## src/rcht_pkg.sv

```systemverilog
// ----------------------------------------------------------------------------
// rcht_pkg: shared types and constants for the chained hash table
// Command codes, status codes, port payload structs and the queue entry.
// ----------------------------------------------------------------------------
package rcht_pkg;

  localparam int unsigned SLOT_COUNT_DEF   = 256;
  localparam int unsigned BUCKET_COUNT_DEF = 256;
  localparam int unsigned KEY_BITS_DEF     = 64;
  localparam int unsigned REFS_W           = 16;
  localparam int unsigned QUEUE_DEPTH      = 2;
  localparam logic [3:0]  CAP_RESET        = 4'd8;
  localparam logic [3:0]  MAX_PAYLOAD      = 4'd8;

  typedef enum logic [2:0] {
    CMD_FIND       = 3'd0,
    CMD_PUT        = 3'd1,
    CMD_RELEASE    = 3'd2,
    CMD_INVALIDATE = 3'd3,
    CMD_CLEAR      = 3'd4,
    CMD_QUERY      = 3'd5
  } cmd_e;

  typedef enum logic [2:0] {
    STS_OK        = 3'd0,
    STS_NOT_FOUND = 3'd1,
    STS_INSERTED  = 3'd2,
    STS_FULL      = 3'd3,
    STS_BAD       = 3'd4,
    STS_HELD      = 3'd5,
    STS_REMOVED   = 3'd6
  } status_e;

  typedef enum logic [2:0] {
    OP_FIND  = 3'd0,
    OP_PUT   = 3'd1,
    OP_REL   = 3'd2,
    OP_QUERY = 3'd3,
    OP_BAD   = 3'd4
  } op_e;

  typedef enum logic [1:0] {
    REL_RELEASE = 2'd0,
    REL_INVAL   = 2'd1,
    REL_CLEAR   = 2'd2
  } rel_e;

  // Slot flag bits.
  localparam logic [1:0] FLAG_INUSE   = 2'b01;
  localparam logic [1:0] FLAG_INVALID = 2'b10;

  typedef struct packed {
    logic [2:0]  command;
    logic [63:0] key;
    logic [7:0]  slot;
    logic [63:0] payload;
    logic [3:0]  payload_length;
  } cmd_in_t;

  typedef struct packed {
    logic [2:0]  status;
    logic [7:0]  result_slot;
    logic [63:0] result_payload;
    logic        entry_valid;
  } result_t;

  typedef struct packed {
    op_e         op;
    rel_e        kind;
    logic [63:0] key;
    logic [15:0] bucket;
    logic [7:0]  slot;
    logic [63:0] payload;
  } job_t;

endpackage

```

## src/rcht_fifo.sv

```systemverilog
// ----------------------------------------------------------------------------
// rcht_fifo: job queue
// Short register queue between the front and the back end.
// ----------------------------------------------------------------------------
module rcht_fifo import rcht_pkg::*; (
  input  logic clk_i,
  input  logic rst_ni,
  input  logic push_i,
  input  job_t data_i,
  input  logic pop_i,
  output job_t data_o,
  output logic empty_o,
  output logic full_o
);

  localparam int unsigned AW = $clog2(QUEUE_DEPTH);

  job_t          mem_q [QUEUE_DEPTH];
  logic [AW-1:0] wr_q, rd_q;
  logic [AW:0]   cnt_q;

  assign empty_o = (cnt_q == '0);
  assign full_o  = (cnt_q == (AW+1)'(QUEUE_DEPTH));
  assign data_o  = mem_q[rd_q];

  always_ff @(posedge clk_i) begin
    if (push_i) begin
      mem_q[wr_q] <= data_i;
    end
  end

  always_ff @(posedge clk_i or negedge rst_ni) begin
    if (!rst_ni) begin
      wr_q  <= '0;
      rd_q  <= '0;
      cnt_q <= '0;
    end else begin
      if (push_i) begin
        wr_q <= (wr_q == AW'(QUEUE_DEPTH - 1)) ? '0 : wr_q + 1'b1;
      end
      if (pop_i) begin
        rd_q <= (rd_q == AW'(QUEUE_DEPTH - 1)) ? '0 : rd_q + 1'b1;
      end
      cnt_q <= cnt_q + (AW+1)'(push_i) - (AW+1)'(pop_i);
    end
  end

endmodule

```

## config.mk

```make
export PLATFORM = sky130hd
export DESIGN_NAME = rcht_fifo
export DESIGN_NICKNAME = d
export VERILOG_FILES = /design/src/rcht_pkg.sv /design/src/rcht_fifo.sv
export SDC_FILE = /design/constraint.sdc
export NUM_CORES = 1
export LEC_CHECK = 0
export BUFFER_PORTS_ARGS = -buffer_cell sky130_fd_sc_hd__buf_2
export CAP_MARGIN = 20
export CORE_MARGIN = 2
export CORE_UTILIZATION = 52
export DETAILED_ROUTE_END_ITERATION = 12
export PLACE_DENSITY_LB_ADDON = 0.3
export SLEW_MARGIN = 15
export SYNTH_ARGS = -nofsm -noshare
export SYNTH_HDL_FRONTEND = slang
export SYNTH_SLANG_ARGS = --single-unit
```

## constraint.sdc

```tcl
create_clock -name clk_i -period 8.9 [get_ports clk_i]
set_input_delay 1.78 -clock clk_i [delete_from_list [all_inputs] [get_ports clk_i]]
set_output_delay 1.78 -clock clk_i [all_outputs]
set_load 0.03 [all_outputs]
```

==> results.md, run 1 <==
- Outcome: finished clean
- Initial Utilization: 52.8%
- Max FO, Critical Path: 62
- Final #Nets: 1007
- Clk buf depth: 3
- Drt total wl: 22500 um
- Mapped Cells: 504
- Sequential-to-total area share from yosys stat: 79.7%
- Worst setup SP type: register
- Hold Crit Class: register to register
- 1st-iter DRT viols: 327
- Die Ht: 156 um
- Endpoint class of the critical path: output port
- Global-route wire length before repair: 33000 um
- Post-CTS Hold Fix Bufs: 0
- Root Buffer: clkbuf_16
- HPWL after DPL: 15200 um
- Via Count: 5854
- Dpl cell area: 13800 sq um
- Hold_sp: wr_q
- Met3 routed wirelength: 2030 um
- DRC Markers: 0
- Number of buffers created by CTS: 30
- Worst-margin pin slew: 1.06 ns
- Max-cap violation count: 0
- Flop-to-flop setup slack: 6.55 ns
- Main synth FF type: edfxtp_1
- Area grow syn2layout: 23.0%
- Syn. warnings: 0
- RR Startpoint: wr_q
- #FFs+latches synth: 318
- GRT Overall Usage: 17.8%
- Metal2 WL: 11700 um
- Post-CTS Setup Inserts: 0
- Syn Area/Cell: 23.7 sq um
- EDFF count, synth: 314
- Clock Sinks: 318
- First-pass iteration count of the detailed router: 4
- R2R depth: 3
- Area contributors post-synth: edfxtp_1 (79%), mux2_4 (13%), mux2_2 (5.3%)
- Final setup fails: 0
- Clock Latency Late Sink: 0.54 ns
- Initial antenna violation count: 9
- Leakage power: 0.00583 uW
- Top Ports: 320
- Row count: 55
- Final Cell Area: 14700 sq um
- Final hold violation count: 0
- Setup TNS: 0 ns
- Worst Skew: 0.00851 ns
- CP arrival: 3.01 ns
- P per Cell Area: 348 nW/um^2
- Largest net degree at the start of global routing: 87
- Wire per inst: 19.4 um
- Slew Limit Fails: 0
- Final min period: 4.79 ns
- Die Area: 24200 sq um
- Fmax: 0.209 GHz
- Top layer in use: met5
- WHS Endpoint: wr_q
- Critical Path RT: 7.12 ns
- Vias per cell: 5.06
- Top cell type's share of synthesized area: 78.8%
- CP Class: register to output port
- Worst IR Drop VDD: 0.000256 V
- R2r endpoint: mem_q[0][93]
- CTS resizes: 0
- Period utilization: 53.8%
- IO buf count: 319
- Largest area contributor in the netlist: edfxtp_1
- Number of global-route vias before repair: 6209
- Clock Pin Slew Worst Setup and Hold Paths: 0.06 ns
- Met1 WL: 8250 um
- Routed Antenna Nets: 0
- Number of library cell types mapped by synthesis: 14
- Asr flop ratio synth: 1.26%
- Die width: 156 um
- Net count after synthesis: 667
- Rel. slew slack: 29.3%
- Placer Congestion: 0.768
- Ratio of cells with drive above 1 in the final layout: 60.1%
- # H-tree levels: 1
- Fill cells: 1547
- Worst hold stages: 1
- Post-synthesis cell area: 12000 sq um
- Most frequent cells after synthesis: edfxtp_1 (314), mux2_4 (101), mux2_2 (56)
- Most frequent cell after synthesis: edfxtp_1
- RSZ-0062 raised after global routing: false
- TritonCTS clock tree: built
- Core Box Area: 22600 sq um
- Overflow after GRT: 0
==> area by class of cell <==
type | instances | area, sq um | share of cell area (%)
antenna | 6 | 15.0 | 0.102
clock buffer | 46 | 842 | 5.73
clock inverter | 9 | 37.5 | 0.255
inverter | 2 | 7.51 | 0.0510
multi-input combinational | 166 | 2250 | 15.3
sequential | 318 | 9530 | 64.8
tap | 285 | 357 | 2.42
timing repair buffer | 326 | 1670 | 11.3
==> cells in the final DEF, fill, tap and decap left out, drive strengths merged, types with 2 or more instances in the layout <==
cell type  instances
nor2b              2
ha                 2
xor2               2
buf              326
clkinv             9
diode              6
inv                2
clkbuf            46
edfxtp           314
dfrtp              4
mux2             157
==> routing by layer <==
metal  vias to the layer above  global-route usage [%]
li1                       2700                       -
met5                         -                       0
met3                        36                    6.17
met4                         6                    5.68
met2                       236                    31.2
met1                      2876                    20.6
==> power by group <==
group          internal, uW  leakage (uW)  switching (uW)
Sequential             1990       0.00299             120
Combinational           713       0.00241            1150
Clock                   645      0.000427             493
==> per-stage QoR <==
step / instances / setup WS [ns] / power, uW / hold WS, ns / util, %
final: 1158 / 4.11 / 5120 / 0.575 / 65.0
after detailed placement: 1096 / 4.60 / 4030 / 0.556 / 60.9
after global placement: 1096 / 4.67 / 3980 / 0.527 / 60.9
after CTS: 1151 / 4.02 / 5170 / 0.577 / 64.8
after floorplan: 504 / 2.59 / 3620 / 0.471 / -
after global routing: 1156 / 3.92 / 5330 / 0.605 / 64.9
==> flip-flops by register name, indices dropped and copies added (netlist names) <==
name and count:
wr_q 1, cnt_q 2, mem_q 314, rd_q 1
==> logic make-up (layout without fill, tap and decap cells) <==
| kind of cell | after synthesis | in the layout | share of synthesized area (%) |
|---|---|---|---|
| xor+xnor | 3 | 3 | 0.345 |
| fa+ha+maj | 2 | 2 | 0.209 |
| buf+inv | 20 | 383 | 1.63 |
| flops | 318 | 318 | 79.7 |
| mux | 157 | 157 | 18.0 |
| other cells | 0 | 6 | 0 |
| simple gates | 4 | 4 | 0.188 |
==> worst max-delay path, stage by stage (launching register included) <==
cell and delay [ns]:
dfrtp_4 0.91, buf_4 0.89, mux2_2 0.43, buf_2 0.18
==> worst max path at each step <==
stage                 from          end  cells past startpoint
finish                rd_q   data_o[12]                      3
global route          rd_q  data_o[122]                      3
CTS                   rd_q   data_o[12]                      3
detailed placement    rd_q   data_o[12]                      3
global placement      rd_q    data_o[9]                      3
floorplan           push_i  mem_q[0][0]                      1
No activity file was read; power rests on OpenSTA's default activity.
==> inputs of run 2 (changes only) <==
--- a/config.mk
+++ b/config.mk
@@ -5,10 +5,11 @@
 export SDC_FILE = /design/constraint.sdc
 export NUM_CORES = 1
 export LEC_CHECK = 0
+export ABC_AREA = 1
 export BUFFER_PORTS_ARGS = -buffer_cell sky130_fd_sc_hd__buf_2
 export CAP_MARGIN = 20
 export CORE_MARGIN = 2
-export CORE_UTILIZATION = 52
+export CORE_UTILIZATION = 48
 export DETAILED_ROUTE_END_ITERATION = 12
 export PLACE_DENSITY_LB_ADDON = 0.3
 export SLEW_MARGIN = 15
==> constraint.sdc (replaced) <==
create_clock -name clk_i -period 4.2 [get_ports clk_i]
set_input_delay 0.84 -clock clk_i [delete_from_list [all_inputs] [get_ports clk_i]]
set_output_delay 0.84 -clock clk_i [all_outputs]
set_load 0.03 [all_outputs]
==> results.md, run 2 <==
- Final min period: 3.13 ns
- HPWL after DPL: 15400 um
- Global-route wire length before repair: 34400 um
- Max-cap violation count: 0
- Dpl cell area: 14100 sq um
- DRC Markers: 0
- Final Cell Area: 15200 sq um
- Wire per inst: 14.9 um
- Area contributors post-synth: edfxtp_1 (77%), o21ai_2 (6.4%), inv_1 (5.0%)
- Setup TNS: 0 ns
- Initial antenna violation count: 8
- Critical Path RT: 3.36 ns
- Outcome: finished clean
- Clk buf depth: 3
- Worst setup SP type: register
- Clock Latency Late Sink: 0.53 ns
- Syn. warnings: 0
- Top Ports: 320
- EDFF count, synth: 314
- Flop-to-flop setup slack: 2.34 ns
- Initial Utilization: 48.8%
- Worst Skew: 0.00590 ns
- Main synth FF type: edfxtp_1
- Final setup fails: 0
- Clock Sinks: 318
- Overflow after GRT: 0
- Max reg flops: 314
- #FFs+latches synth: 318
- TritonCTS clock tree: built
- Routed Antenna Nets: 0
- RSZ-0062 raised after global routing: false
- Sequential share of power: 38.3%
- Post-synthesis cell area: 12300 sq um
- Core Box Area: 25100 sq um
- Ratio of cells with drive above 1 in the final layout: 39.2%
- Comb pwr share: 37.3%
- Most common cell after layout, fill and taps aside: buf_2
- P per Cell Area: 764 nW/um^2
- Endpoint class of the critical path: output port
- Final #Nets: 1335
- GRT Overall Usage: 16.5%
- Sequential-to-total area share from yosys stat: 77.8%
- Net count after synthesis: 1008
- CP arrival: 2.29 ns
- Switching part of the total power: 39.0%
- IO buf count: 319
- Number of library cell types mapped by synthesis: 14
- Hold Crit Class: input port to asynchronous set/reset pin
- Sw Pwr: 4530 uW
- Most frequent cell after synthesis: edfxtp_1
- Worst-margin pin slew: 1.03 ns
- CP max-delay cell: dfrtp_4
- Max FO, Critical Path: 74
- Slew Limit Fails: 0
- Via Count: 7144
- Die Ht: 164 um
- Leakage power: 0.00647 uW
- CTS resizes: 0
- CP Class: register to output port
- Die Area: 26800 sq um
- Cell Int Power: 7090 uW
- Top cell type's share of synthesized area: 77.0%
- Die width: 164 um
- Commonest cells after routing, fill and taps aside: buf_2 (319), edfxtp_1 (314), inv_1 (163), nand2_1 (163), o21ai_2 (89)
- Fmax: 0.320 GHz
- Area grow syn2layout: 24.1%
- Vias per cell: 4.65
- Drt total wl: 22900 um
- Most frequent cells after synthesis: edfxtp_1 (314), inv_1 (164), nand2_1 (163)
- Post-CTS Hold Fix Bufs: 0
- Largest regs: mem_q (314), cnt_q (2)
- Placer Congestion: 0.741
- Number of buffers created by CTS: 31
- Asr flop ratio synth: 1.26%
- CP max stage delay: 0.89 ns
- # H-tree levels: 1
- CP cell instances: buf_12 > nand2_1 > o21ai_2 > buf_2
- First-pass iteration count of the detailed router: 4
- Buf+Inv Stages, Crit Path: 2
- Number of global-route vias before repair: 6793
- Row count: 58
- Largest area contributor in the netlist: edfxtp_1
- Clock Pin Slew Worst Setup and Hold Paths: 0.06 ns
- Mapped Cells: 845
- Period utilization: 74.4%
- Rel. slew slack: 31.4%
- CP top delay family: flip-flops
- Largest net degree at the start of global routing: 84
- Final hold violation count: 0
- Worst IR Drop VDD: 0.000587 V
- Post-CTS Setup Inserts: 0
- Clock network fraction of total power: 24.5%
- 1st-iter DRT viols: 395
- Syn Area/Cell: 14.5 sq um
- Biggest register: mem_q
- Root Buffer: clkbuf_16
-- run 2: cell count changes after synthesis, moves of 3 or more --
cell and delta:
buf_2 -3, buf_4 +9, buf_6 +6, clkbuf_1 +6, inv_1 +162, mux2_2 -56, mux2_4 -101, nand2_1 +163
o21ai_0 +64, o21ai_1 +4, o21ai_2 +89
-- run 2: kinds of logic (layout without fill, tap and decap cells) --
logic type | Yosys count | after routing | share of synthesized area, %
and+or+nand+nor | 167 | 167 | 5.13
xor gates and xnor gates | 2 | 2 | 0.143
other | 0 | 9 | 0
buffers and inverters | 199 | 550 | 7.60
DFF | 318 | 318 | 77.8
AOI/OAI and AO/OA | 157 | 157 | 9.14
adders and majority gates | 2 | 2 | 0.204
-- run 2: layer usage --
metal  global-route usage, %  up-vias  part of all wire (%)
met5                       0        -                 0.057
met4                    6.82        2                   4.1
met3                    5.28       61                   8.6
met2                    28.1      240                    50
met1                    19.3     3288                    37
li1                        -     3553                     -
-- run 2: power by group through the flow --
stage / Sequential [uW] / Combinational (uW) / Clock, uW
2_1_floorplan: 4430 / 3370 / 0
3_3_place_gp: 4490 / 4340 / 0
3_5_place_dp: 4520 / 4390 / 0
4_1_cts: 4450 / 4400 / 2910
5_1_grt: 4510 / 4670 / 3030
6_report: 4440 / 4330 / 2840
-- run 2: worst reg2reg max path, delay by kind of cell, from the launching register on --
| family | cells | cell delay, ns |
|---|---|---|
| buffers and inverters | 2 | 0.94 |
| flip-flops | 1 | 0.42 |
| AND/OR/NAND/NOR | 1 | 0.13 |
-- run 2: path summary, 6_finish.rpt --
kind / depth (start not counted) / to / from
max: 4 / data_o[81] / rd_q
min: 1 / cnt_q[0] / rst_ni
min reg2reg: 1 / wr_q / wr_q
max reg2reg: 3 / mem_q[1][56] / wr_q
max in group asynchronous: 1 / rd_q / rst_ni
min in group clk_i: 1 / mem_q[0][155] / data_i[155]
-- run 2: final cells by class --
cell class / count / area [sq um]
well taps: 330 / 413
multi-input cells: 328 / 1800
clock buffers: 44 / 875
flip-flops and latches: 318 / 9530
inverters: 164 / 619
fillers: 1991 / 9910
clock inverters: 13 / 193
diodes: 9 / 22.5
repair buffers: 329 / 1750
-- run 2: per-stage QoR --
stage | cells | hold slack, ns | utilization, % | setup WS, ns | power, uW
after floorplan | 845 | 0.513 | - | 0.560 | 7800
after global placement | 1469 | 0.527 | 56.2 | 1.62 | 8840
after detailed placement | 1469 | 0.536 | 56.2 | 1.60 | 8900
after CTS | 1526 | 0.0808 | 60.4 | 1.01 | 11800
after global routing | 1532 | 0.0801 | 60.5 | 0.873 | 12200
final | 1535 | 0.107 | 60.5 | 1.07 | 11600
==> inputs of run 3 (changes only) <==
--- a/config.mk
+++ b/config.mk
@@ -9,7 +9,7 @@
 export BUFFER_PORTS_ARGS = -buffer_cell sky130_fd_sc_hd__buf_2
 export CAP_MARGIN = 20
 export CORE_MARGIN = 2
-export CORE_UTILIZATION = 48
+export CORE_UTILIZATION = 53
 export DETAILED_ROUTE_END_ITERATION = 12
 export PLACE_DENSITY_LB_ADDON = 0.3
 export SLEW_MARGIN = 15
==> constraint.sdc (replaced) <==
create_clock -name clk_i -period 2.9 [get_ports clk_i]
set_input_delay 0.58 -clock clk_i [delete_from_list [all_inputs] [get_ports clk_i]]
set_output_delay 0.58 -clock clk_i [all_outputs]
set_load 0.03 [all_outputs]
==> results.md, run 3 (synthesis gave the netlist of run 2 again) <==
- Outcome: finished clean
- IO buf count: 319
- Area grow syn2layout: 22.7%
- Worst setup SP type: register
- Clock Sinks: 318
- P per Cell Area: 1090 nW/um^2
- Rel. slew slack: 64.0%
- Largest regs: mem_q (314), cnt_q (2)
- Die Ht: 156 um
- Critical Path RT: 2.32 ns
- Worst Skew: 0.0125 ns
- RSZ-0062 raised after global routing: false
- Setup TNS: 0 ns
- Number of buffers created by CTS: 31
- R2r endpoint: mem_q[1][2]
- Fill cells: 1651
- CP Class: register to output port
- Vias per cell: 4.79
- Hold Crit Class: input port to register
- Initial Utilization: 54.1%
- Final Cell Area: 15000 sq um
- First-pass iteration count of the detailed router: 5
- Row count: 55
- WHS Endpoint: mem_q[1][128]
- Max FO, Critical Path: 92
- Die width: 156 um
- Top Ports: 320
- 1st-iter DRT viols: 427
- Die Area: 24300 sq um
- Routed Antenna Nets: 0
- HPWL after DPL: 15300 um
- RR Startpoint: wr_q
- Post-CTS Setup Inserts: 0
- CP max stage delay: 0.68 ns
- Flop-to-flop setup slack: 1.35 ns
- # H-tree levels: 1
- Register area: 9530 sq um
- Max-cap violation count: 0
- DRC Markers: 0
- Final min period: 2.68 ns
- Placer Congestion: 0.772
- CP max-delay cell: dfrtp_4
- Clock Pin Slew Worst Setup and Hold Paths: 0.06 ns
- Clk buf depth: 3
- Largest net degree at the start of global routing: 93
- CP cell instances: buf_12 > nand2_1 > o21ai_2 > buf_2
- GRT Overall Usage: 18.5%
- Leakage power: 0.00641 uW
- Commonest cells after routing, fill and taps aside: buf_2 (319), edfxtp_1 (314), inv_1 (162), nand2_1 (162), o21ai_2 (89)
- Biggest register: mem_q
- R2R depth: 3
- Core Box Area: 22600 sq um
- Fmax: 0.374 GHz
- Most common cell after layout, fill and taps aside: buf_2
- Overflow after GRT: 0
- Final #Nets: 1337
- Drt total wl: 23100 um
- Via Count: 7124
- Global-route wire length before repair: 35400 um
- Final hold violation count: 0
- Worst IR Drop VDD: 0.000799 V
- Power, Total: 16300 uW
- Dpl cell area: 14100 sq um
- Area of the multi-input gates: 1810 sq um
- Slew Limit Fails: 0
- Worst-margin pin slew: 0.540 ns
- Root Buffer: clkbuf_16
- Wire per inst: 15.5 um
- Clock Latency Late Sink: 0.54 ns
- Ratio of cells with drive above 1 in the final layout: 38.6%
- Period utilization: 92.3%
- Final setup fails: 0
- Worst hold stages: 1
- Max reg flops: 314
- TritonCTS clock tree: built
- Number of global-route vias before repair: 7046
- Hold_sp: data_i[128]
- CP arrival: 2.10 ns
- Initial antenna violation count: 8
- Endpoint class of the critical path: output port
## run 3: worst max-delay path: cells and delay by family, from the launching register on
family | cells | cell delay, ns
AOI/OAI and AO/OA | 1 | 0.08
DFF | 1 | 0.68
buffers and inverters | 2 | 0.58
and+or+nand+nor | 1 | 0.15
## run 3: worst max path at each step
stage,start,slack (ns),endpoint,depth (start not counted)
after floorplan,push_i,-0.43,mem_q[0][0],2
after global placement,rd_q,0.83,data_o[51],4
after detailed placement,rd_q,0.78,data_o[19],4
after CTS,rd_q,0.18,data_o[50],4
after global routing,rd_q,0.07,data_o[55],4
final,rd_q,0.22,data_o[55],4
## run 3: what timing repair did
action | in CTS | in global routing
gates resized for setup | 0 | 0
hold endpoints to repair | 4 | 0
hold buffers | 1 | 0
## run 3: power breakdown
part / internal [uW] / switching [uW] / leakage, uW / total, uW
sequential: 6100 / 284 / 0.00299 / 6380
combinational: 1660 / 4710 / 0.00297 / 6370
clock: 2040 / 1540 / 0.000442 / 3570
total: 9790 / 6530 / 0.00641 / 16300
## run 3: cell type report
class	instances	area share (%)
clock inverters	14	0.574
clock buffers	41	5.41
well taps	285	2.37
repair buffers	331	11.8
flip-flops and latches	318	63.4
multi-input cells	328	12.1
inverters	164	4.20
diodes	7	0.117
## run 3: metal layers
metal	GRT usage (%)	vias to the layer above	part of all wire [%]
met1	21.4	3265	37
li1	-	3545	-
met4	7.08	2	3.7
met3	5.33	59	8.4
met2	32.8	253	51
met5	0	-	0.056
## run 3: stage by stage
step / std cells / worst slack [ns] / hold WS (ns) / util [%]
final: 1488 / 0.223 / 0.228 / 66.4
after global routing: 1487 / 0.0676 / 0.202 / 66.4
after CTS: 1481 / 0.185 / 0.200 / 66.3
after detailed placement: 1425 / 0.783 / 0.394 / 62.3
after global placement: 1425 / 0.828 / 0.391 / 62.3
after floorplan: 845 / -0.431 / 0.284 / -
