File: config.mk
export PLATFORM = sky130hd
export DESIGN_NAME = rcht_front
export DESIGN_NICKNAME = d
export VERILOG_FILES = /design/src/rcht_pkg.sv /design/src/rcht_front.sv
export SDC_FILE = /design/constraint.sdc
export NUM_CORES = 1
export LEC_CHECK = 0
export ABC_CLOCK_PERIOD_IN_PS = 3110
export BUFFER_PORTS_ARGS = -buffer_cell sky130_fd_sc_hd__buf_4
export CAP_MARGIN = 20
export CELL_PAD_IN_SITES_DETAIL_PLACEMENT = 0
export CELL_PAD_IN_SITES_GLOBAL_PLACEMENT = 1
export CORE_AREA = 2 2 118 120
export DETAILED_ROUTE_END_ITERATION = 8
export DIE_AREA = 0 0 120 122
export PLACE_DENSITY_LB_ADDON = 0.1
export SLEW_MARGIN = 5
export SYNTH_ARGS = -nofsm -noshare
export SYNTH_HDL_FRONTEND = slang
export SYNTH_SLANG_ARGS = --single-unit
File: constraint.sdc
create_clock -name clk_i -period 3.11 [get_ports clk_i]
set_clock_uncertainty 0.15 [all_clocks]
set_input_delay 0.311 -clock clk_i [delete_from_list [all_inputs] [get_ports clk_i]]
set_output_delay 0.311 -clock clk_i [all_outputs]
set_load 0.05 [all_outputs]
File: src/rcht_pkg.sv
// ----------------------------------------------------------------------------
// rcht_pkg: shared types and constants for the chained hash table
// Command codes, status codes, port payload structs and the queue entry.
// ----------------------------------------------------------------------------
package rcht_pkg;

  localparam int unsigned SLOT_COUNT_DEF   = 256;
  localparam int unsigned BUCKET_COUNT_DEF = 256;
  localparam int unsigned KEY_BITS_DEF     = 64;
  localparam int unsigned REFS_W           = 16;
  localparam int unsigned QUEUE_DEPTH      = 2;
  localparam logic [3:0]  CAP_RESET        = 4'd8;
  localparam logic [3:0]  MAX_PAYLOAD      = 4'd8;

  typedef enum logic [2:0] {
    CMD_FIND       = 3'd0,
    CMD_PUT        = 3'd1,
    CMD_RELEASE    = 3'd2,
    CMD_INVALIDATE = 3'd3,
    CMD_CLEAR      = 3'd4,
    CMD_QUERY      = 3'd5
  } cmd_e;

  typedef enum logic [2:0] {
    STS_OK        = 3'd0,
    STS_NOT_FOUND = 3'd1,
    STS_INSERTED  = 3'd2,
    STS_FULL      = 3'd3,
    STS_BAD       = 3'd4,
    STS_HELD      = 3'd5,
    STS_REMOVED   = 3'd6
  } status_e;

  typedef enum logic [2:0] {
    OP_FIND  = 3'd0,
    OP_PUT   = 3'd1,
    OP_REL   = 3'd2,
    OP_QUERY = 3'd3,
    OP_BAD   = 3'd4
  } op_e;

  typedef enum logic [1:0] {
    REL_RELEASE = 2'd0,
    REL_INVAL   = 2'd1,
    REL_CLEAR   = 2'd2
  } rel_e;

  // Slot flag bits.
  localparam logic [1:0] FLAG_INUSE   = 2'b01;
  localparam logic [1:0] FLAG_INVALID = 2'b10;

  typedef struct packed {
    logic [2:0]  command;
    logic [63:0] key;
    logic [7:0]  slot;
    logic [63:0] payload;
    logic [3:0]  payload_length;
  } cmd_in_t;

  typedef struct packed {
    logic [2:0]  status;
    logic [7:0]  result_slot;
    logic [63:0] result_payload;
    logic        entry_valid;
  } result_t;

  typedef struct packed {
    op_e         op;
    rel_e        kind;
    logic [63:0] key;
    logic [15:0] bucket;
    logic [7:0]  slot;
    logic [63:0] payload;
  } job_t;

endpackage

File: src/rcht_front.sv
// ----------------------------------------------------------------------------
// rcht_front: command classification
// Holds the payload capacity register, checks requests, masks key and
// payload, hashes the key and builds a job for the back end.
// ----------------------------------------------------------------------------
module rcht_front import rcht_pkg::*; #(
  parameter int unsigned SLOT_COUNT   = SLOT_COUNT_DEF,
  parameter int unsigned BUCKET_COUNT = BUCKET_COUNT_DEF,
  parameter int unsigned KEY_BITS     = KEY_BITS_DEF
) (
  input  logic       clk_i,
  input  logic       rst_ni,
  input  cmd_in_t    cmd_i,
  input  logic       cfg_we_i,
  input  logic [3:0] cfg_data_i,
  output job_t       job_o
);

  localparam int unsigned BW = (BUCKET_COUNT > 1) ? $clog2(BUCKET_COUNT) : 1;
  localparam logic [63:0] KEY_MASK = {64{1'b1}} >> (64 - KEY_BITS);

  logic [3:0]  cap_q;
  logic [16:0] hash_raw;
  logic [16:0] hash_fix;
  logic [16:0] slot_ext;
  logic        slot_ok;
  logic        len_ok;
  logic [63:0] pay_mask;
  logic [63:0] key_m;

  always_ff @(posedge clk_i or negedge rst_ni) begin
    if (!rst_ni) begin
      cap_q <= CAP_RESET;
    end else if (cfg_we_i) begin
      cap_q <= cfg_data_i;
    end
  end

  assign key_m    = cmd_i.key & KEY_MASK;
  // The low key bits stay below twice the bucket count, so one subtract folds them.
  assign hash_raw = 17'(key_m[BW-1:0]);
  assign hash_fix = (hash_raw >= 17'(BUCKET_COUNT)) ? hash_raw - 17'(BUCKET_COUNT)
                                                    : hash_raw;
  assign slot_ext = 17'(cmd_i.slot);
  assign slot_ok  = slot_ext < 17'(SLOT_COUNT);
  assign len_ok   = (cmd_i.payload_length <= cap_q) &&
                    (cmd_i.payload_length <= MAX_PAYLOAD);

  always_comb begin
    for (int b = 0; b < 8; b++) begin
      pay_mask[b*8 +: 8] = (4'(b) < cmd_i.payload_length) ? 8'hFF : 8'h00;
    end
  end

  always_comb begin
    job_o.op      = OP_BAD;
    job_o.kind    = REL_RELEASE;
    job_o.key     = key_m;
    job_o.bucket  = hash_fix[15:0];
    job_o.slot    = 8'd0;
    job_o.payload = cmd_i.payload & pay_mask;
    case (cmd_i.command)
      CMD_FIND: job_o.op = OP_FIND;
      CMD_PUT:  job_o.op = len_ok ? OP_PUT : OP_BAD;
      CMD_RELEASE, CMD_INVALIDATE, CMD_CLEAR: begin
        job_o.slot = cmd_i.slot;
        job_o.op   = slot_ok ? OP_REL : OP_BAD;
        if (cmd_i.command == CMD_INVALIDATE) begin
          job_o.kind = REL_INVAL;
        end else if (cmd_i.command == CMD_CLEAR) begin
          job_o.kind = REL_CLEAR;
        end
      end
      CMD_QUERY: begin
        job_o.slot = cmd_i.slot;
        job_o.op   = slot_ok ? OP_QUERY : OP_BAD;
      end
      default: job_o.op = OP_BAD;
    endcase
  end

endmodule

==> results of run 1 <==
==> report_power, final <==
part	total, W	internal (W)	switching (W)
registers	0.0000599	0.0000580	0.00000194
clock network	0.000208	0.000170	0.0000383
logic	0.000543	0.000192	0.000351
total	0.000811	0.000419	0.000392
==> per-stage QoR <==
step | total power, W | hold slack (ps) | worst slack, ps | cell area (µm²)
finish | 0.000811 | 141 | 778 | 2380
global route | 0.000851 | 170 | 620 | 2380
CTS | 0.000825 | 139 | 758 | 2380
detailed placement | 0.000610 | -36.1 | 949 | 2300
global placement | 0.000612 | -37.5 | 1000 | 2300
floorplan | 0.000654 | -135 | 425 | 1470
==> cells by family (layout without fill, tap and decap cells) <==
logic type | after synthesis | count (layout) | share of synthesized area, %
muxes | 1 | 1 | 0.783
DFF | 4 | 4 | 7.04
buffers and inverters | 86 | 171 | 43.5
adders and majority gates | 4 | 4 | 3.48
xor gates and xnor gates | 1 | 1 | 0.609
AOI/OAI and AO/OA | 13 | 13 | 6.26
other | 1 | 8 | 0.261
and+or+nand+nor | 87 | 87 | 38.1
==> per-layer routing <==
metal	vias up	GRT usage, %	share of wire, %
met5	-	0	0
met4	0	2.28	2.5
met3	20	2.34	11
met2	98	14.6	58
met1	641	5.99	29
li1	713	-	-
==> worst max-delay path: cells and delay by family (launching register included) <==
| kind | cells | cell delay (ps) |
|---|---|---|
| buffers and inverters | 2 | 300 |
| adder cells (fa/ha/maj) | 1 | 300 |
| flip-flops | 1 | 500 |
| AND/OR/NAND/NOR | 1 | 270 |
| AO/OA/AOI/OAI | 2 | 280 |
==> how the worst min path moves through the flow <==
| stage | start | endpoint | slack (ps) | depth (start not counted) |
|---|---|---|---|---|
| 6_report | cfg_data_i[2] | cap_q[2] | 140 | 3 |
| 2_1_floorplan | rst_ni | cap_q[0] | -130 | 0 |
| 3_5_place_dp | rst_ni | cap_q[2] | -40 | 1 |
| 3_3_place_gp | rst_ni | cap_q[2] | -40 | 1 |
| 4_1_cts | cfg_we_i | cap_q[3] | 140 | 2 |
| 5_1_grt | cfg_we_i | cap_q[3] | 170 | 2 |
==> cell usage after synthesis (2+ instances only) <==
| cell type | number |
|---|---|
| buf_4 | 80 |
| nor2b_1 | 58 |
| and2_1 | 16 |
| ha_1 | 4 |
| inv_1 | 4 |
| nand2_1 | 4 |
| a21oi_1 | 3 |
| dfrtp_1 | 3 |
| nor2_1 | 3 |
| nor3b_1 | 3 |
| o21ai_0 | 3 |
| buf_2 | 2 |
==> layout make-up <==
cell class                 instances  area (µm²)
tap                              180         225
clock buffer                       4        78.8
sequential                         4         101
fill                            1534       11100
inverter                           4        15.0
timing repair buffer             163        1230
multi-input combinational        114         738
==> metrics.yaml, run 1 <==
floorplan:
  row_count: 43
  boundaryPins: 307
  start_util_pct: 10.7
  die_h_um: 122
  die_area_um2: 14600
  die_width_um: 120
  coreArea_um2: 13500
timing:
  timing.fmax_mhz: 429
  setup_viol: 0
  rsz0062_at_grt: "false"
  maxSlewViolCount: 0
  max_slew_margin_pct: 39.0
  tightest_slew_ps: 911
  fin_crit_sh_pct: 75.0
  hold_viol: 0
  finalSetupTns_ps: 0
  fin_crit_ps: 2330
cells_and_area:
  layout-drive-gt1-share_pct: 58.8
  layout_common_cells: "162 x buf_4, 58 x nor2b_1, 16 x and2_1, 8 x conb_1"
  diodes: 0
  instances_no_fill: 469
  reg_top3: "cap_q (4)"
  largest_reg_flops: 4
  nets: 444
  area_delta_synth_final_pct: 65.7
  largest-register: "cap_q"
  final_util_pct: 17.7
  final_common_cell: "buf_4"
global_route:
  antenna_found_initial: 0
  overflow: 0
  grt_max_degree: 18
  grt_pass1_vias: 1437
  groute.usage.overall_pct: 6.95
  grt_pass1_wl_mm: 7.96
critical_path:
  crit_chain: "inv_1 > ha_1 > a21oi_1 > a21oi_1 > nor3b_1 > buf_4"
  critPathSlowestCell: "dfstp_2"
  cp-endpoint: "job_o[154]"
  slowest_delay_ps: 500
  critPathArrivalTime_ps: 1870
  r2r-end: "cap_q[3]"
  crit_type: "flip-flop to output port"
  cp-start-kind: "flip-flop"
  cp-end-kind: "output port"
  rrSetupSlack_ps: 2180
  crit_start: "cap_q[3]"
  worstRegToRegCells: 2
  crit_top_cell: "a21oi_1"
  cp_max_fo: 3
  required_ps: 2650
  r2r-start: "cap_q[3]"
synth:
  yosysUniqueCellTypes: 26
  synth_area_um2: 1440
  synth_seq_cells: 4
  synth_seq_area_share_pct: 7.04
  synth_top_area_share_pct: 41.7
  async_reset_ff_share_pct: 100
  synth_warnings: 0
  yosys.area.top_type: "buf_4"
  synth_area_leaders: "buf_4 42%, nor2b_1 25%, and2_1 7.0%"
  avgSynthCellArea_um2: 7.30
  synthCells: 197
  synth_enable_flop_cells: 0
  synth_flop_cell: "dfrtp_1"
placed_design:
  hpwlAfterDp_mm: 5.23
  place_congestion: 0.669
  place_inst: 464
  portBuffers: 162
cts:
  clk_pin_slew_ps: 30
  post_cts_resize_count: 0
  cts_buffer_depth: 2
  clock_latency_ps: 220
  htreeDepth: 1
  cts_num_sinks: 4
  cts_buffers: 3
  postCtsSetupRepairBufs: 0
  postCtsHoldBufs: 1
  clock-root-buffer: "clkbuf_16"
  cts_tree: "yes"
drt:
  drt-initial-drc-count: 27
  viasPerCell: 3.14
  antenna_left: 0
  drc: 0
  vias: 1472
  drt-pass1-iter-count: 4
  avgRoutedWirePerCell_um: 12.6
  wl_mm: 5.92
power_and_ir_drop:
  peakVddDrop_uv: 279
  powerDensity_nw_per_um2: 340
  cellLeakagePower_nw: 1.21
hold_path:
  hp-class: "input pin to flip-flop"
run:
  cap_violations: 0
outcome:
  status: "complete, no violations"
Note: power is estimated with default switching activity, not from simulation.
==> run 2, diff against run 1 <==
Settings changed: ABC_CLOCK_PERIOD_IN_PS 3110 to 2100, CORE_AREA 2 2 118 120 to 2 2 120 122, DIE_AREA 0 0 120 122 to 0 0 122 124.
Clock period 3.11 ns to 2.1 ns, I/O delays scaled along.
==> metrics.yaml, run 2 (same netlist as run 1, synthesis figures left out) <==
critical_path:
  crit_type: "flip-flop to output port"  # unchanged
  crit_family: "compound AO/OA/AOI/OAI gates"  # was flip-flops
  critPathSlowestCell: "dfstp_2"  # unchanged
  crit_chain: "inv_2 > ha_4 > a41o_1 > a21oi_2 > a21o_1 > buf_6"  # was inv_1 > ha_1 > a21oi_1 > a21oi_1 > nor3b_1 > buf_4
  critPathArrivalTime_ps: 1700  # was 1870 ps
  slowest_delay_ps: 510  # was 500 ps
  required_ps: 1740  # was 2650 ps
  critPathBufInv: 2  # unchanged
  cp-start-kind: "flip-flop"  # unchanged
  cp_max_fo: 3  # unchanged
  cp-end-kind: "output port"  # unchanged
timing:
  fin_crit_ps: 2060
  tightest_slew_ps: 543  # was 911 ps
  fin_crit_sh_pct: 97.9
  timing.fmax_mhz: 486
  setup_viol: 0  # unchanged
  maxSlewViolCount: 0  # unchanged
  max_slew_margin_pct: 63.5  # was 39.0%
  rsz0062_at_grt: "true"  # was false
  setup_ws_ps: 43.5  # was 778 ps
  hold_viol: 0  # unchanged
global_route:
  groute.usage.overall_pct: 6.44  # was 6.95%
  grt_pass1_wl_mm: 7.60  # was 7.96 mm
  antenna_found_initial: 0  # unchanged
  overflow: 0  # unchanged
  grt_pass1_vias: 1391  # was 1437
  grt_max_degree: 14  # was 18
drt:
  vias: 1506  # was 1472
  drc: 0  # unchanged
  avgRoutedWirePerCell_um: 11.9  # was 12.6 µm
  drt-pass1-iter-count: 4  # unchanged
  antenna_left: 0  # unchanged
  viasPerCell: 3.14  # about the same
  wl_mm: 5.70  # was 5.92 mm
  drt-initial-drc-count: 23  # was 27
placed_design:
  pre_cts_ws_ps: 79.9  # was 949 ps
  hpwlAfterDp_mm: 5.08  # was 5.23 mm
  portBuffers: 162  # unchanged
  placed_cell_area_um2: 2380  # was 2300 µm²
  place_congestion: 0.652  # was 0.669
cts:
  clock_latency_ps: 220  # about the same
  cts_buffer_depth: 2  # unchanged
  cts_tree: "yes"  # unchanged
  htreeDepth: 1  # unchanged
  clk_pin_slew_ps: 30  # about the same
  cts_num_sinks: 4  # unchanged
  cts_buffers: 3  # unchanged
  clock-root-buffer: "clkbuf_16"  # unchanged
power_and_ir_drop:
  cellLeakagePower_nw: 1.26  # was 1.21 nW
  powerDensity_nw_per_um2: 489  # was 340 nW/µm²
  peakVddDrop_uv: 326  # was 279 µV
floorplan:
  die_h_um: 124  # was 122 µm
  boundaryPins: 307  # unchanged
  coreArea_um2: 13700  # was 13500 µm²
  row_count: 43  # unchanged
  die_width_um: 122  # was 120 µm
  start_util_pct: 10.5  # was 10.7%
  die_area_um2: 15100  # was 14600 µm²
cells_and_area:
  layout_common_cells: "170 x buf_4, 58 x nor2b_1, 16 x and2_1, 8 x conb_1, 4 x nand2_1"  # was 162 x buf_4, 58 x nor2b_1, 16 x and2_1, 8 x conb_1
  reg_top3: "cap_q (4)"  # unchanged
  diodes: 0  # unchanged
  area_delta_synth_final_pct: 74.3  # was 65.7%
  final_common_cell: "buf_4"  # unchanged
  largest_reg_flops: 4  # unchanged
  largest-register: "cap_q"  # unchanged
  nets: 454  # was 444
  fillers: 1587  # was 1534
  layout-drive-gt1-share_pct: 62.2  # was 58.8%
  final_area_um2: 2510  # was 2380 µm²
hold_path:
  hp-class: "input pin to flip-flop"  # unchanged
outcome:
  status: "complete, no violations"  # unchanged
run:
  cap_violations: 0  # unchanged
-- run 2: cell count changes in the layout (fill, tap and decap cells not counted), sizes merged --
cell	delta
buf	+10
-- run 2: worst reg2reg max path: stages (launching register included) --
cell	delay [ps]
dfstp_2	510
inv_2	50
o21ai_0	150
-- run 2: layer usage --
layer / share of wire (%) / global-route usage, % / up-vias / wire length, µm
met2: 58 / 13.1 / 98 / 3310
met3: 11 / 1.65 / 20 / 632
met5: 0 / 0 / - / 0
met1: 28 / 6.02 / 657 / 1620
li1: - / - / 731 / -
met4: 2.4 / 2.66 / 0 / 139
-- run 2: layout make-up --
cell class	instances	area [µm²]	area share [%]
well taps	180	225	8.98
flip-flops and latches	4	101	4.04
inverters	4	15.0	0.599
multi-input cells	114	778	31.0
repair buffers	173	1310	52.2
clock buffers	4	78.8	3.14
-- run 2: stage by stage --
| step | TNS [ps] | hold WS, ps | util (%) | std cells | power, W |
|---|---|---|---|---|---|
| global placement | 0 | -139 | 17.4 | 474 | 0.000927 |
| CTS | 0 | 39.5 | 18.3 | 479 | 0.00125 |
| detailed placement | 0 | -141 | 17.4 | 474 | 0.000923 |
| floorplan | 0 | -236 | - | 204 | 0.000973 |
| finish | 0 | 41.7 | 18.3 | 479 | 0.00123 |
| global route | -23.7 | 47.8 | 18.3 | 479 | 0.00129 |
-- run 2: final timing paths --
path	slack, ps	depth (start not counted)	end	from
max	40	6	job_o[156]	cap_q[3]
min	40	2	cap_q[3]	cfg_we_i
max reg2reg	1170	2	cap_q[3]	cap_q[3]
min reg2reg	370	2	cap_q[3]	cap_q[3]
max in group asynchronous	1440	2	cap_q[3]	rst_ni
min in group asynchronous	170	2	cap_q[2]	rst_ni
-- run 2: repair_timing --
action,CTS,global route
setup endpoints to repair,2,2
buffers inserted,1,0
hold endpoints to repair,4,0
gates resized for setup,7,0
hold buffers,1,0
pin swaps,4,1
-- run 2: where the power goes --
| part | internal (W) | total [W] | switching (W) |
|---|---|---|---|
| Clock | 0.000251 | 0.000304 | 0.0000529 |
| Combinational | 0.000307 | 0.000834 | 0.000527 |
| Sequential | 0.0000860 | 0.0000888 | 0.00000282 |
| Total | 0.000644 | 0.00123 | 0.000582 |
==> run 3, diff against run 2 <==
--- a/constraint.sdc
+++ b/constraint.sdc
@@ -4,2 +4,2 @@
 set_output_delay 0.21 -clock clk_i [all_outputs]
-set_load 0.05 [all_outputs]
+set_load 0.005 [all_outputs]
==> metrics.yaml, run 3 (same netlist as run 1, synthesis figures left out) <==
cts:
  cts_buffers: 3  # unchanged
  clk_pin_slew_ps: 30  # about the same
  cts_buffer_depth: 2  # unchanged
  cts_num_sinks: 4  # unchanged
  clock_latency_ps: 220  # about the same
  cts_tree: "yes"  # unchanged
  clock-root-buffer: "clkbuf_16"  # unchanged
  htreeDepth: 1  # unchanged
critical_path:
  worstRegToRegCells: 2  # unchanged
  required_ps: 1740  # about the same
  cp.depth: 6  # unchanged
  crit_family: "flip-flops"  # was compound AO/OA/AOI/OAI gates
  critPathSlowestCell: "dfstp_2"  # unchanged
  cp-start-kind: "flip-flop"  # unchanged
  slowest_delay_ps: 500  # was 510 ps
  cp_max_fo: 3  # unchanged
  rrSetupSlack_ps: 1150  # was 1170 ps
  crit_chain: "inv_1 > ha_4 > a41o_1 > a21oi_2 > nor3b_1 > buf_4"  # was inv_2 > ha_4 > a41o_1 > a21oi_2 > a21o_1 > buf_6
  crit_type: "flip-flop to output port"  # unchanged
  critPathBufInv: 2  # unchanged
  cp-end-kind: "output port"  # unchanged
  critPathArrivalTime_ps: 1660  # was 1700 ps
cells_and_area:
  layout-drive-gt1-share_pct: 60.5  # was 62.2%
  final_area_um2: 2450  # was 2510 µm²
  fillers: 1559  # was 1587
  multi_input_area_um2: 754  # was 778 µm²
  reg_top3: "cap_q (4)"  # unchanged
  diodes: 0  # unchanged
  area_delta_synth_final_pct: 70.5  # was 74.3%
  seq_area_um2: 101  # unchanged
  final_common_cell: "buf_4"  # unchanged
  largest_reg_flops: 4  # unchanged
  nets: 451  # was 454
  layout_common_cells: "169 x buf_4, 58 x nor2b_1, 16 x and2_1, 8 x conb_1"  # was 170 x buf_4, 58 x nor2b_1, 16 x and2_1, 8 x conb_1, 4 x nand2_1
  largest-register: "cap_q"  # unchanged
  instances_no_fill: 476  # was 479
global_route:
  grt_max_degree: 17  # was 14
  groute.usage.overall_pct: 6.75  # was 6.44%
  overflow: 0  # unchanged
  antenna_found_initial: 0  # unchanged
  grt_pass1_wl_mm: 7.80  # was 7.60 mm
  grt_pass1_vias: 1354  # was 1391
timing:
  maxSlewViolCount: 0  # unchanged
  timing.fmax_mhz: 495  # was 486 MHz
  rsz0062_at_grt: "true"  # unchanged
  fin_crit_ps: 2020  # was 2060 ps
  tightest_slew_ps: 536  # was 543 ps
  fin_crit_sh_pct: 96.1  # was 97.9%
  max_slew_margin_pct: 64.2  # was 63.5%
  setup_viol: 0  # unchanged
  finalSetupTns_ps: 0  # unchanged
  hold_viol: 0  # unchanged
  setup_ws_ps: 80.9  # was 43.5 ps
run:
  cap_violations: 0  # unchanged
placed_design:
  hpwlAfterDp_mm: 5.30  # was 5.08 mm
  pre_cts_ws_ps: 133  # was 79.9 ps
  place_congestion: 0.652  # about the same
  place_inst: 471  # was 474
  portBuffers: 162  # unchanged
  placed_cell_area_um2: 2350  # was 2380 µm²
drt:
  antenna_left: 0  # unchanged
  drt-initial-drc-count: 5  # was 23
  vias: 1492  # was 1506
  drt-pass1-iter-count: 2  # was 4
  avgRoutedWirePerCell_um: 12.5  # was 11.9 µm
  drc: 0  # unchanged
  wl_mm: 5.95  # was 5.70 mm
  viasPerCell: 3.13  # was 3.14
power_and_ir_drop:
  power_frac_comb_pct: 53.1  # was 68.0%
  power_frac_clock_pct: 36.4  # was 24.8%
  powerDensity_nw_per_um2: 342  # was 489 nW/µm²
  cellLeakagePower_nw: 1.25  # was 1.26 nW
  p_sw_w: 0.000215  # was 0.000582 W
  power.share.sequential_pct: 10.5  # was 7.2%
  finalPower_w: 0.000838  # was 0.00123 W
  internal_power_w: 0.000623  # was 0.000644 W
  netSwitchingFraction_pct: 25.6  # was 47.5%
  peakVddDrop_uv: 233  # was 326 µV
floorplan:
  coreArea_um2: 13700  # unchanged
  start_util_pct: 10.5  # unchanged
  die_area_um2: 15100  # unchanged
  die_width_um: 122  # unchanged
  row_count: 43  # unchanged
  die_h_um: 124  # unchanged
  boundaryPins: 307  # unchanged
hold_path:
  holdPathStages: 2  # unchanged
  hp-class: "input pin to flip-flop"  # unchanged
outcome:
  status: "complete, no violations"  # unchanged
## run 3: cell count changes in the layout (fill, tap and decap cells not counted), sizes merged
cell,delta
buf,-3
## run 3: routing by layer
layer  wire (µm)  GRT usage (%)  up-vias
met5           0              0        -
li1            -              -      726
met3         635           1.83       27
met1        1760           6.41      637
met2        3310           13.2      102
met4         239           3.52        0
## run 3: cell type report
cell class / count / share of cell area, %
clock buffer: 4 / 3.21
inverter: 4 / 0.612
multi-input combinational: 114 / 30.7
sequential: 4 / 4.13
tap: 180 / 9.18
timing repair buffer: 170 / 52.1
## run 3: power groups by stage
stage | sequential, W | combinational [W] | clock (W)
floorplan | 0.0000884 | 0.000258 | 0
global placement | 0.0000891 | 0.000454 | 0
detailed placement | 0.0000892 | 0.000450 | 0
CTS | 0.0000884 | 0.000458 | 0.000311
global route | 0.0000892 | 0.000492 | 0.000318
finish | 0.0000883 | 0.000445 | 0.000305
## run 3: through the flow
step / hold slack (ps) / utilization [%]
2_1_floorplan: -236 / -
3_3_place_gp: -138 / 17.1
3_5_place_dp: -138 / 17.1
4_1_cts: 41.3 / 17.9
5_1_grt: 48.1 / 17.9
6_report: 42.6 / 17.9
## run 3: final timing paths
| kind | to | from |
|---|---|---|
| setup / recovery | job_o[154] | cap_q[3] |
| hold / removal | cap_q[3] | cfg_we_i |
| setup reg to reg | cap_q[3] | cap_q[3] |
| hold reg to reg | cap_q[0] | cap_q[0] |
| max in group asynchronous | cap_q[3] | rst_ni |
| min in group asynchronous | cap_q[0] | rst_ni |
## run 3: what timing repair did
item                                   in CTS  in global routing
pin swaps                                   1                  0
endpoints found under the hold margin       4                  0
hold buffers                                1                  0
setup endpoints to repair                   2                  2
resized for setup                           2                  0
setup buffers                               0                  0
